### src/rtl/core/assert_macros.svh
// Assertion macros shared by the RTL of the SHA-1 engine.
`ifndef ASSERT_MACROS_SVH
`define ASSERT_MACROS_SVH
`ifndef SYNTHESIS
// Property that must hold at every clock edge outside reset.
`define ASSERT_HOLDS(label, clk, rst, prop) \
  label: assert property (@(posedge clk) disable iff (rst) prop) \
    else $error("assertion failed");
// Condition that must never be seen outside reset.
`define ASSERT_NEVER(label, clk, rst, cond) \
  label: assert property (@(posedge clk) disable iff (rst) !(cond)) \
    else $error("forbidden condition seen");
`else
`define ASSERT_HOLDS(label, clk, rst, prop)
`define ASSERT_NEVER(label, clk, rst, cond)
`endif
`endif

### src/rtl/core/sha1_pkg.sv
// Types and constants of the SHA-1 engine.
package sha1_pkg;

  localparam int ROUNDS = 80;
  localparam int BLOCK_WORDS = 16;
  localparam int CV_WORDS = 5;

  // Command codes of an input transaction
  localparam logic CMD_ABSORB = 1'b0;
  localparam logic CMD_FINISH = 1'b1;

  localparam logic [2:0] LAST_WORD_IDX = 3'd4;
  localparam logic [7:0] PAD_BYTE = 8'h80;

  localparam logic [31:0] K_0 = 32'h5A827999;
  localparam logic [31:0] K_1 = 32'h6ED9EBA1;
  localparam logic [31:0] K_2 = 32'h8F1BBCDC;
  localparam logic [31:0] K_3 = 32'hCA62C1D6;

  localparam logic [31:0] INIT_CV [CV_WORDS] = '{
    32'h67452301, 32'hEFCDAB89, 32'h98BADCFE, 32'h10325476, 32'hC3D2E1F0
  };

  // Controller to datapath commands
  typedef struct packed {
    logic       absorb;    // write message byte, bump count
    logic       pad;       // write 0x80 at fill position
    logic       load_len;  // write bit length into words 14 and 15
    logic       init;      // working vars <- chaining value
    logic       round;     // one compression round
    logic [6:0] rnd;       // round number
    logic       add;       // fold working vars into chaining value, clear block
    logic       shift_out; // move next digest word into place
    logic       restart;   // back to initial chaining value and zero count
  } sha1_cmd_t;

  // Datapath to controller status
  typedef struct packed {
    logic last_byte;  // fill position is 63
    logic spill;      // fill position is 56 or more
  } sha1_status_t;

endpackage

### src/rtl/core/sha1_if.sv
// Stream interfaces of the SHA-1 engine: message bytes in, digest words out.
interface sha1_msg_if;
  logic       valid;
  logic       ready;
  logic       command;
  logic [7:0] message_byte;

  modport source (output valid, command, message_byte, input ready);
  modport sink (input valid, command, message_byte, output ready);
endinterface

interface sha1_digest_if;
  logic        valid;
  logic        ready;
  logic [31:0] digest_word;
  logic [2:0]  word_index;
  logic        last_word;

  modport source (output valid, digest_word, word_index, last_word, input ready);
  modport sink (input valid, digest_word, word_index, last_word, output ready);
endinterface

### src/rtl/core/sha1_hash_engine_core.sv
// Top level of the SHA-1 engine: controller plus datapath on two streams.
//
// Channel msg carries one transaction per message byte (command absorb) or a
// finish command. Channel digest returns five 32-bit words per finish, most
// significant first, word_index 0 to 4, last_word set on the fifth.
// An absorb transaction is taken in the idle state; the 64th byte of a block
// adds a compression (load, 80 rounds at one round per cycle, add).
// A finish writes the 0x80 pad byte, loads the bit length and compresses
// before the first digest word; when the padding spills into a second block,
// that block is compressed first and the length goes into a further block.
// msg.ready is high only while the engine is idle; one message is processed
// at a time. While the receiver holds digest.ready low, the current word
// stays on the port and nothing else moves. After the fifth word is taken
// the engine is back at the initial chaining value with zero byte count.
// Reset (rst, synchronous) gives the same state.
`include "assert_macros.svh"
module sha1_hash_engine_core (
  input  logic          clk,
  input  logic          rst,
  sha1_msg_if.sink      msg,
  sha1_digest_if.source digest
);
  import sha1_pkg::*;

  sha1_cmd_t    cmd;
  sha1_status_t status;
  logic [2:0]   word_idx;
  logic [31:0]  dp_word;

  sha1_ctrl u_ctrl (
    .clk         (clk),
    .rst         (rst),
    .msg_valid   (msg.valid),
    .msg_command (msg.command),
    .msg_ready   (msg.ready),
    .out_valid   (digest.valid),
    .out_ready   (digest.ready),
    .word_idx    (word_idx),
    .status      (status),
    .cmd         (cmd)
  );

  sha1_datapath u_datapath (
    .clk          (clk),
    .rst          (rst),
    .cmd          (cmd),
    .message_byte (msg.message_byte),
    .status       (status),
    .digest_word  (dp_word)
  );

  assign digest.digest_word = dp_word;
  assign digest.word_index = word_idx;
  assign digest.last_word = (word_idx == LAST_WORD_IDX);

  // Input and output sides are never open together
  `ASSERT_NEVER(a_no_overlap, clk, rst, msg.ready && digest.valid)
  // Taking the last word returns the engine to idle
  `ASSERT_HOLDS(a_restart, clk, rst,
    (digest.valid && digest.ready && digest.last_word) |=> msg.ready)
  // Words after a non-final transaction follow in order
  `ASSERT_HOLDS(a_word_order, clk, rst,
    (digest.valid && digest.ready && !digest.last_word) |=>
      (digest.valid && digest.word_index == $past(digest.word_index) + 3'd1))
  // Index stays within the digest
  `ASSERT_HOLDS(a_idx_range, clk, rst, digest.valid |-> (digest.word_index <= 3'd4))

endmodule

### src/rtl/core/sha1_datapath.sv
// SHA-1 datapath: block buffer, schedule window, round logic, chaining value.
module sha1_datapath (
  input  logic                    clk,
  input  logic                    rst,
  input  sha1_pkg::sha1_cmd_t     cmd,
  input  logic [7:0]              message_byte,
  output sha1_pkg::sha1_status_t  status,
  output logic [31:0]             digest_word
);
  import sha1_pkg::*;

  logic [31:0] cv [CV_WORDS];
  logic [31:0] w [BLOCK_WORDS];
  logic [31:0] a, b, c, d, e;
  logic [63:0] count;

  logic [5:0]  pos;
  logic [7:0]  wr_byte;
  logic [4:0]  lane_sh;
  logic [31:0] lane_mask;
  logic [31:0] lane_data;
  logic [31:0] wt;
  logic [31:0] f;
  logic [31:0] k;
  logic [31:0] tmp;
  logic [63:0] bit_len;

  assign pos = count[5:0];
  assign status.last_byte = (pos == 6'd63);
  assign status.spill = (pos >= 6'd56);
  assign digest_word = cv[0];
  assign bit_len = {count[60:0], 3'b000};

  // Byte lane selection, big-endian within a word
  assign wr_byte = cmd.pad ? PAD_BYTE : message_byte;
  assign lane_sh = 5'd24 - {pos[1:0], 3'b000};
  assign lane_mask = 32'h0000_00FF << lane_sh;
  assign lane_data = {24'h0, wr_byte} << lane_sh;

  // Schedule word from the rolling window
  always_comb begin
    if (cmd.rnd < 7'd16) begin
      wt = w[0];
    end else begin
      wt = w[13] ^ w[8] ^ w[2] ^ w[0];
      wt = {wt[30:0], wt[31]};
    end
  end

  // Round function and constant by phase
  always_comb begin
    if (cmd.rnd < 7'd20) begin
      f = (b & c) | (~b & d);
      k = K_0;
    end else if (cmd.rnd < 7'd40) begin
      f = b ^ c ^ d;
      k = K_1;
    end else if (cmd.rnd < 7'd60) begin
      f = (b & c) | (b & d) | (c & d);
      k = K_2;
    end else begin
      f = b ^ c ^ d;
      k = K_3;
    end
  end

  assign tmp = {a[26:0], a[31:27]} + f + e + k + wt;

  always_ff @(posedge clk) begin
    if (rst) begin
      for (int i = 0; i < CV_WORDS; i++) cv[i] <= INIT_CV[i];
      for (int i = 0; i < BLOCK_WORDS; i++) w[i] <= '0;
      count <= '0;
    end else begin
      // Byte write into the block buffer
      if (cmd.absorb || cmd.pad) begin
        for (int i = 0; i < BLOCK_WORDS; i++) begin
          if (pos[5:2] == 4'(i)) w[i] <= (w[i] & ~lane_mask) | lane_data;
        end
      end
      if (cmd.absorb) count <= count + 64'd1;

      // Message length in bits
      if (cmd.load_len) begin
        w[14] <= bit_len[63:32];
        w[15] <= bit_len[31:0];
      end

      if (cmd.init) begin
        a <= cv[0];
        b <= cv[1];
        c <= cv[2];
        d <= cv[3];
        e <= cv[4];
      end

      // One round: shift the window, rotate the working variables
      if (cmd.round) begin
        for (int i = 0; i < BLOCK_WORDS - 1; i++) w[i] <= w[i + 1];
        w[BLOCK_WORDS - 1] <= wt;
        a <= tmp;
        b <= a;
        c <= {b[1:0], b[31:2]};
        d <= c;
        e <= d;
      end

      if (cmd.add) begin
        cv[0] <= cv[0] + a;
        cv[1] <= cv[1] + b;
        cv[2] <= cv[2] + c;
        cv[3] <= cv[3] + d;
        cv[4] <= cv[4] + e;
        for (int i = 0; i < BLOCK_WORDS; i++) w[i] <= '0;
      end

      // Digest words leave from cv[0]
      if (cmd.shift_out) begin
        for (int i = 0; i < CV_WORDS - 1; i++) cv[i] <= cv[i + 1];
        cv[CV_WORDS - 1] <= cv[0];
      end

      if (cmd.restart) begin
        for (int i = 0; i < CV_WORDS; i++) cv[i] <= INIT_CV[i];
        count <= '0;
      end
    end
  end

endmodule

### src/rtl/core/sha1_ctrl.sv
// SHA-1 controller: absorb, padding, round sequencing and digest output.
module sha1_ctrl (
  input  logic                    clk,
  input  logic                    rst,
  input  logic                    msg_valid,
  input  logic                    msg_command,
  output logic                    msg_ready,
  output logic                    out_valid,
  input  logic                    out_ready,
  output logic [2:0]              word_idx,
  input  sha1_pkg::sha1_status_t  status,
  output sha1_pkg::sha1_cmd_t     cmd
);
  import sha1_pkg::*;

  localparam logic [2:0] S_IDLE  = 3'd0;
  localparam logic [2:0] S_INIT  = 3'd1;
  localparam logic [2:0] S_ROUND = 3'd2;
  localparam logic [2:0] S_ADD   = 3'd3;
  localparam logic [2:0] S_LEN   = 3'd4;
  localparam logic [2:0] S_EMIT  = 3'd5;

  logic [2:0] state, state_next;
  logic [6:0] rnd, rnd_next;
  logic       fin, fin_next;
  logic       pend_len, pend_len_next;
  logic [2:0] word_idx_next;
  logic       accept;
  logic       out_fire;

  assign msg_ready = (state == S_IDLE);
  assign out_valid = (state == S_EMIT);
  assign accept = msg_valid && msg_ready;
  assign out_fire = out_valid && out_ready;

  // Next state and datapath commands
  always_comb begin
    state_next = state;
    rnd_next = rnd;
    fin_next = fin;
    pend_len_next = pend_len;
    word_idx_next = word_idx;
    cmd = '0;
    cmd.rnd = rnd;
    unique case (state)
      S_IDLE: begin
        if (accept) begin
          if (msg_command == CMD_ABSORB) begin
            cmd.absorb = 1'b1;
            fin_next = 1'b0;
            if (status.last_byte) state_next = S_INIT;
          end else begin
            cmd.pad = 1'b1;
            fin_next = 1'b1;
            if (status.spill) begin
              pend_len_next = 1'b1;
              state_next = S_INIT;
            end else begin
              state_next = S_LEN;
            end
          end
        end
      end
      S_LEN: begin
        cmd.load_len = 1'b1;
        state_next = S_INIT;
      end
      S_INIT: begin
        cmd.init = 1'b1;
        rnd_next = '0;
        state_next = S_ROUND;
      end
      S_ROUND: begin
        cmd.round = 1'b1;
        if (rnd == 7'(ROUNDS - 1)) state_next = S_ADD;
        else rnd_next = rnd + 7'd1;
      end
      S_ADD: begin
        cmd.add = 1'b1;
        if (pend_len) begin
          pend_len_next = 1'b0;
          state_next = S_LEN;
        end else if (fin) begin
          word_idx_next = '0;
          state_next = S_EMIT;
        end else begin
          state_next = S_IDLE;
        end
      end
      S_EMIT: begin
        if (out_fire) begin
          if (word_idx == LAST_WORD_IDX) begin
            cmd.restart = 1'b1;
            fin_next = 1'b0;
            state_next = S_IDLE;
          end else begin
            cmd.shift_out = 1'b1;
            word_idx_next = word_idx + 3'd1;
          end
        end
      end
      default: state_next = S_IDLE;
    endcase
  end

  always_ff @(posedge clk) begin
    if (rst) begin
      state <= S_IDLE;
      rnd <= '0;
      fin <= 1'b0;
      pend_len <= 1'b0;
      word_idx <= '0;
    end else begin
      state <= state_next;
      rnd <= rnd_next;
      fin <= fin_next;
      pend_len <= pend_len_next;
      word_idx <= word_idx_next;
    end
  end

endmodule
### src/flat_wrapper.sv
// flat-port wrapper written by rule: the top's interface ports become plain ports
module sha1_hash_engine_core_flat import sha1_pkg::*;
  (clk, rst, msg_valid, msg_command, msg_message_byte, msg_ready, digest_valid, digest_digest_word, digest_word_index, digest_last_word, digest_ready);
  sha1_msg_if msg_i ();
  sha1_digest_if digest_i ();
  input  logic clk;
  input  logic rst;
  input wire logic [$bits(msg_i.valid)-1:0] msg_valid;
  input wire logic [$bits(msg_i.command)-1:0] msg_command;
  input wire logic [$bits(msg_i.message_byte)-1:0] msg_message_byte;
  output wire logic [$bits(msg_i.ready)-1:0] msg_ready;
  output wire logic [$bits(digest_i.valid)-1:0] digest_valid;
  output wire logic [$bits(digest_i.digest_word)-1:0] digest_digest_word;
  output wire logic [$bits(digest_i.word_index)-1:0] digest_word_index;
  output wire logic [$bits(digest_i.last_word)-1:0] digest_last_word;
  input wire logic [$bits(digest_i.ready)-1:0] digest_ready;
  assign msg_i.valid = msg_valid;
  assign msg_i.command = msg_command;
  assign msg_i.message_byte = msg_message_byte;
  assign msg_ready = msg_i.ready;
  assign digest_valid = digest_i.valid;
  assign digest_digest_word = digest_i.digest_word;
  assign digest_word_index = digest_i.word_index;
  assign digest_last_word = digest_i.last_word;
  assign digest_i.ready = digest_ready;
  sha1_hash_engine_core u_core (.clk(clk), .rst(rst), .msg(msg_i), .digest(digest_i));
endmodule
### config.mk
export PLATFORM = sky130hd
export DESIGN_NAME = sha1_hash_engine_core_flat
export DESIGN_NICKNAME = d
export VERILOG_FILES = /design/src/rtl/core/sha1_pkg.sv /design/src/rtl/core/sha1_if.sv /design/src/rtl/core/sha1_hash_engine_core.sv /design/src/rtl/core/sha1_datapath.sv /design/src/rtl/core/sha1_ctrl.sv /design/src/flat_wrapper.sv
export VERILOG_INCLUDE_DIRS = /design/src /design/src/rtl/core
export SDC_FILE = /design/constraint.sdc
export NUM_CORES = 2
export LEC_CHECK = 0
export BUFFER_PORTS_ARGS = -buffer_cell sky130_fd_sc_hd__buf_2
export CAP_MARGIN = 30
export CELL_PAD_IN_SITES_DETAIL_PLACEMENT = 1
export CELL_PAD_IN_SITES_GLOBAL_PLACEMENT = 2
export CORE_MARGIN = 2
export CORE_UTILIZATION = 45
export DETAILED_ROUTE_END_ITERATION = 10
export GPL_TIMING_DRIVEN = 0
export PLACE_DENSITY_LB_ADDON = 0.12
export SYNTH_ARGS = -nofsm -noshare
export SYNTH_HDL_FRONTEND = slang
export SYNTH_HIERARCHICAL = 1
export SYNTH_SLANG_ARGS = --single-unit
### constraint.sdc
create_clock -name clk -period 29.1 [get_ports clk]
set_input_delay 4.365 -clock clk [delete_from_list [all_inputs] [get_ports clk]]
set_output_delay 4.365 -clock clk [all_outputs]
set_load 0.05 [all_outputs]
== Word-level counts from Yosys, hierarchy flattened ==
Memory sizes are Yosys's and may differ from the RTL's.
Index checks and enable logic that the tools add are counted.
W data, S select, Z words.

* Logic and storage cells: 397
* Input port bits: 13
* Output and inout port bits: 38
* Register bits: 239
* ROM bits: 0
* Bits in latches: 0
* Memories kept: 2
* Bits in writable memories: 672

* Equality and inequality tests: 34
* Muxes and demuxes: 201
* Divide/modulo/power cells: 0
* Shifts and indexed selects: 2
* Reduce and logical (&&, ||, !) cells: 17
* Bitwise gates (word level): 112
* Multiply operators: 0
* $lt $le $gt $ge: 5
* Add/sub/neg operators: 13

{| class="wikitable"
|+ Memory list
! name !! words !! bits a word !! rd ports !! clocked after Yosys merged registers in !! write ports !! line !! text
|-
| u_core.u_datapath.w || 16 || 32 || 16 || 0 || 16 || sha1_datapath.sv:13 || <nowiki>logic [31:0] w [BLOCK_WORDS];</nowiki>
|-
| u_core.u_datapath.cv || 5 || 32 || 5 || 0 || 5 || sha1_datapath.sv:12 || <nowiki>logic [31:0] cv [CV_WORDS];</nowiki>
|}

{| class="wikitable"
|+ Operators with widths
! operator !! count
|-
| $mux W32 || 81
|-
| $and A32 B32 Y32 || 20
|-
| $or A32 B32 Y32 || 19
|-
| $add A32 B32 Y32 || 9
|-
| $xor A32 B32 Y32 || 5
|-
| $mux W1 || 95
|-
| $or A1 B1 Y1 || 65
|-
| $add A64 B1 Y64 const B || 1
|-
| $not A32 Y32 || 2
|-
| $mux W3 || 13
|-
| $eq A4 B4 Y1 const B || 8
|-
| $shl A8 B5 Y32 || 1
|-
| $shl A8 B5 Y32 const A || 1
|-
| $mux W31 || 1
|-
| $pmux W3 S6 || 1
|-
| $eq A4 B3 Y1 const B || 4
|-
| $lt A7 B5 Y1 const B || 2
|-
| $lt A7 B6 Y1 const B || 2
|-
| $ne A2 B2 Y1 const B || 7
|-
| $pmux W7 S2 || 1
|-
| $reduce_and A5 Y1 || 2
|-
| $reduce_bool A2 Y1 || 5
|-
| $eq A3 B3 Y1 const B || 3
|-
| $eq A4 B2 Y1 const B || 2
|-
| 24 further kinds || 34
|}

== Longest topological paths before layout ==
* Depth after elaboration: 12
* Gate-level depth with buffers: 23

== Modules after synthesis ==
The synthesis kept the hierarchy.

{| class="wikitable"
|+ By module, submodules not included
! module !! area each (µm²) !! instances !! sequential area each (µm²) !! cells each
|-
| sha1_datapath || 53998.0 || 1 || 22041.1 || 5956
|-
| sha1_ctrl || 853.3 || 1 || 300.3 || 106
|-
| sha1_hash_engine_core || 12.5 || 1 || 0.0 || 1
|}

== Worst setup path after synthesis ==
Ideal clock, no wire load.

* Path kind: in2reg
* Start point: input port rst
* End point: register u_core.u_datapath.a[0], enable pin
* Slack: 17035 ps
* Cell stages on the path: 3
* Arrival time: 11383 ps
* Required time: 28419 ps
* Cells stage by stage: clkbuf_1 -> clkbuf_1 -> nor2_1

* Cells in the longest elaborated chain, start to end: 2

{| class="wikitable"
|+ Ends and longest elaborated chain
! item !! line !! text
|-
| start, declared || flat_wrapper.sv:7 || <nowiki>input logic rst;</nowiki>
|-
| $not A1 Y1 (no line) || -- ||
|-
| $reduce_and A2 Y1 (no line) || -- ||
|-
| end signal, assigned || sha1_datapath.sv:90 || <nowiki>a <= cv[0];</nowiki>
|-
| end signal, assigned || sha1_datapath.sv:101 || <nowiki>a <= tmp;</nowiki>
|-
| end, declared || sha1_datapath.sv:14 || <nowiki>logic [31:0] a, b, c, d, e;</nowiki>
|}

Every way passes these cells.
A chain may end at the register's enable or synchronous reset.

== Worst setup path in the final report ==
* Start point: register u_core.u_ctrl.rnd[4]
* End point: register u_core.u_datapath.a[31] (data pin)

* Cells in the longest elaborated chain, start to end: 9
* Elaborated cells on any way between the ends: 16
* Those cells by class: add/sub: 4; order compare: 4; mux: 8

{| class="wikitable"
|+ Ends and longest elaborated chain
! item !! line !! text
|-
| start, declared || sha1_ctrl.sv:24 || <nowiki>logic [6:0] rnd, rnd_next;</nowiki>
|-
| start signal, assigned || sha1_ctrl.sv:115 || <nowiki>rnd <= rnd_next;</nowiki>
|-
| $lt A7 B6 Y1 || sha1_datapath.sv:58 || <nowiki>end else if (cmd.rnd < 7'd60) begin</nowiki>
|-
| $mux W32 || sha1_datapath.sv:58 ||
|-
| $mux W32 || sha1_datapath.sv:55 || <nowiki>end else if (cmd.rnd < 7'd40) begin</nowiki>
|-
| $mux W32 || sha1_datapath.sv:52 || <nowiki>if (cmd.rnd < 7'd20) begin</nowiki>
|-
| $add A32 B32 Y32 (3 in a row) || sha1_datapath.sv:67 || <nowiki>assign tmp = {a[26:0], a[31:27]} + f + e + k + wt;</nowiki>
|-
| $add A32 B32 Y32 * || sha1_datapath.sv:67 ||
|-
| $mux W32 * || sha1_datapath.sv:98 || <nowiki>if (cmd.round) begin</nowiki>
|}

Mark *: on every way between the ends. The rest lies on a longest branch, timed or not.

==> reports/metrics.yaml <==
run_status:
  status: "finished clean"
setup_path:
  crit_buf_inv: 4
  max_stage_delay_ps: 860
  path_delay_family: "compound AO/OA/AOI/OAI gates"
  cp-start-kind: "flip-flop"
  crit_type: "reg2reg"
  required_ps: 29590
  crit_path_top_delay_cell: "nor4_1"
  cp.arrival_ps: 9300
  worstSetupEndpointType: "flip-flop"
  crit_path_cell_trace: "a41oi_2 -> nand2_1 -> inv_1 -> nor2_1 -> inv_1 -> buf_1 -> o221ai_1 -> fa_1 -> inv_1 -> fa_1 -> ha_1 -> nand3_1 -> nor4_1 -> nand2_1 -> a21oi_1 -> o21ai_0 -> nor2b_1 -> o21ai_0 -> a21oi_1 -> xnor2_1 -> a21oi_1"
  cp_max_fo: 10
synth:
  synth.most_common_cell: "nor2_1"
  synth_top_cell_area_share: 0.228
  synth_ff_type: "dfxtp_1"
  synth_seq_cells: 908
  syn_avg_cell_area_um2: 9.05
  synth.area.top_cells: "edfxtp_1 (23%), dfxtp_1 (18%), nor2_1 (6.6%), a21oi_1 (6.1%), fa_1 (4.6%)"
  synth_largest_area_cell: "edfxtp_1"
  synthesis.nets: 6401
  ys_seq_area_frac: 0.407
  synthTopCellsByCount: "nor2_1 (961), a21oi_1 (670), dfxtp_1 (492)"
  synthCells: 6063
  netlist_area_um2: 54900
  yosysWarnings: 6
  synth_edf_count: 416
  synth_cell_types: 88
  async_flop_share: 0
sta:
  grt_setup_unrepaired: "no"
  max_slew_margin: 0.212
  worst_pin_slew_ps: 1180
  drv_slew: 0
  fin_tns_setup_ps: 0
  finalCritPeriodShare: 0.303
  hold_viol: 0
  setup_viol: 0
  fmax_ghz: 0.113
  fin_skew_ps: 38.4
  min_period_ps: 8810
clocking:
  cts_buffer_depth: 3
  insertion_delay_ps: 760
  post-cts-setup-buffers: 0
  cts_sinks: 908
  clockRootBuffer: "clkbuf_16"
  cts_max_level: 3
  cts_tree: "built"
  ctsHoldBuffers: 0
  cts_resized: 0
  clk_pin_slew_ps: 60
  numCtsBuffers: 109
grt:
  grt_pass1_vias: 51500
  antenna_found_initial: 17
  grt_overflow: 0
  grt_pass1_wl_um: 372000
  grtUsageTotal: 0.409
  grt_max_degree: 33
power:
  ir_drop_v: 0.0000720
  powerDensity_nw_per_um2: 101
  leakage_nw: 24.0
die:
  die_width_um: 353
  die_h_um: 353
  die-area_um2: 125000
  io_pins: 51
  start_util: 0.452
  rows: 128
  core_area_um2: 121000
final_layout:
  syn_to_final_growth_pct: 13.9
  fillCellCount: 14000
  fin_util: 0.515
  finalNetCount: 6675
  drive_above_1_share: 0.0921
routing:
  antenna_left: 0
  routedWlPerCell_um: 32.6
  via_per_inst: 6.63
  initialDrtViolationCount: 7733
  routed_wl_um: 263000
  drc: 0
  firstDrtPassIters: 6
  vias: 53400
worst_hold_path:
  hold_path_class: "reg2reg"
place:
  place_hpwl_um: 205000
  io_buffers: 50
  place_congestion: 1.04
job:
  cap_violations: 0
layout by cell type, fill, tap and decap left out, drive strengths merged, types with 19 or more instances in the layout:
cell type | netlist | layout
a21o | 121 | 121
edfxtp | 416 | 416
nand2 | 226 | 226
or3 | 34 | 34
o21ai | 320 | 320
a31oi | 32 | 32
a22o | 33 | 33
clkbuf | 345 | 509
a222oi | 46 | 46
ha | 200 | 200
o21bai | 23 | 23
a221o | 19 | 19
nand4 | 34 | 34
xor2 | 106 | 106
o211ai | 74 | 74
nand2b | 70 | 70
a311oi | 39 | 39
a22oi | 63 | 63
nand3 | 64 | 64
a211oi | 225 | 225
mux2 | 150 | 150
o22ai | 135 | 135
mux2i | 37 | 37
xnor2 | 204 | 204
nor3 | 124 | 124
nor2 | 962 | 962
buf | 66 | 229
nor2b | 29 | 29
a221oi | 78 | 78
inv | 289 | 294
clkinv | 2 | 27
a21oi | 670 | 670
o21a | 24 | 24
dfxtp | 492 | 492
and3 | 25 | 25
fa | 125 | 125
per-stage QoR:
step	area [um2]	setup WS, ps	instances	hold slack (ps)	power (mW)
3_3_place_gp	57100	11070	7738	464	4.65
2_1_floorplan	54900	17040	6063	449	3.73
5_1_grt	62400	20210	8056	507	6.59
6_report	62500	20290	8066	487	6.29
3_5_place_dp	58700	20450	7840	472	4.74
4_1_cts	62300	20830	8045	482	6.18
report_power, final:
group	switching [mW]	total [mW]	leakage, nW	internal, mW
Combinational	1.91	3.03	14.2	1.12
Sequential	0.236	1.84	8.02	1.60
Clock	0.605	1.42	1.78	0.819
Total	2.76	6.29	24.0	3.54
cells by family (layout without fill, tap and decap cells):
logic type,Yosys count,in the layout,synth area share
AO/OA/AOI/OAI,2011,2011,0.236
AND/OR/NAND/NOR,1620,1620,0.128
flip-flops,908,908,0.407
buffers and inverters,702,1070,0.0505
adder cells (fa/ha/maj),325,325,0.0912
XOR/XNOR,310,310,0.0495
multiplexers,187,187,0.0375
other,0,10,0
path summary, 6_finish.rpt:
| kind | from | endpoint | slack [ps] | depth (start not counted) |
|---|---|---|---|---|
| worst min register to register | u_core/u_datapath/w[1][46]$_SDFFE_PP0P_ | u_core/u_datapath/w[1][46]$_SDFFE_PP0P_ | 490 | 2 |
| worst max register to register | u_core/u_ctrl/rnd[4]$_SDFFE_PP0P_ | u_core/u_datapath/a[31]$_DFFE_PP_ | 20290 | 21 |
| worst min-delay path | u_core/u_datapath/w[1][46]$_SDFFE_PP0P_ | u_core/u_datapath/w[1][46]$_SDFFE_PP0P_ | 490 | 2 |
| worst max-delay path | u_core/u_ctrl/rnd[4]$_SDFFE_PP0P_ | u_core/u_datapath/a[31]$_DFFE_PP_ | 20290 | 21 |
sequential cells by signal, summed over array words and instances (netlist names), 3 cells and up:
signal,flops
u_core/u_datapath/w,512
u_core/u_datapath/cv,160
u_core/u_datapath/count,61
u_core/u_datapath/a,32
u_core/u_datapath/b,32
u_core/u_datapath/c,32
u_core/u_datapath/d,32
u_core/u_datapath/e,32
u_core/u_ctrl/rnd,7
u_core/u_ctrl/state,3
u_core/u_ctrl/word_idx,3
layer usage:
layer / track usage / part of all wire
met5: 0 / 0.00061
met4: 0.158 / 0.043
met3: 0.139 / 0.14
met2: 0.554 / 0.39
met1: 0.593 / 0.43
worst register-to-register path: cells and delay by family (launching register included):
kind | cells | cell delay [ps]
AO/OA/AOI/OAI | 7 | 2670
XOR/XNOR | 1 | 150
adder cells (fa/ha/maj) | 3 | 1490
buffers and inverters | 4 | 1610
flip-flops | 1 | 410
AND/OR/NAND/NOR | 6 | 2230
cell type report:
cell class	count	area (um2)	share of cell area
Antenna cell	10	25.0	0.000401
Buffer	411	1680	0.0269
Clock buffer	164	3190	0.0511
Clock inverter	41	440	0.00705
Inverter	291	1090	0.0175
Multi-Input combinational cell	4453	29900	0.479
Sequential cell	908	22300	0.358
Tap cell	1625	2030	0.0325
Timing Repair Buffer	163	1770	0.0284
No activity file was read; power rests on OpenSTA's default activity.
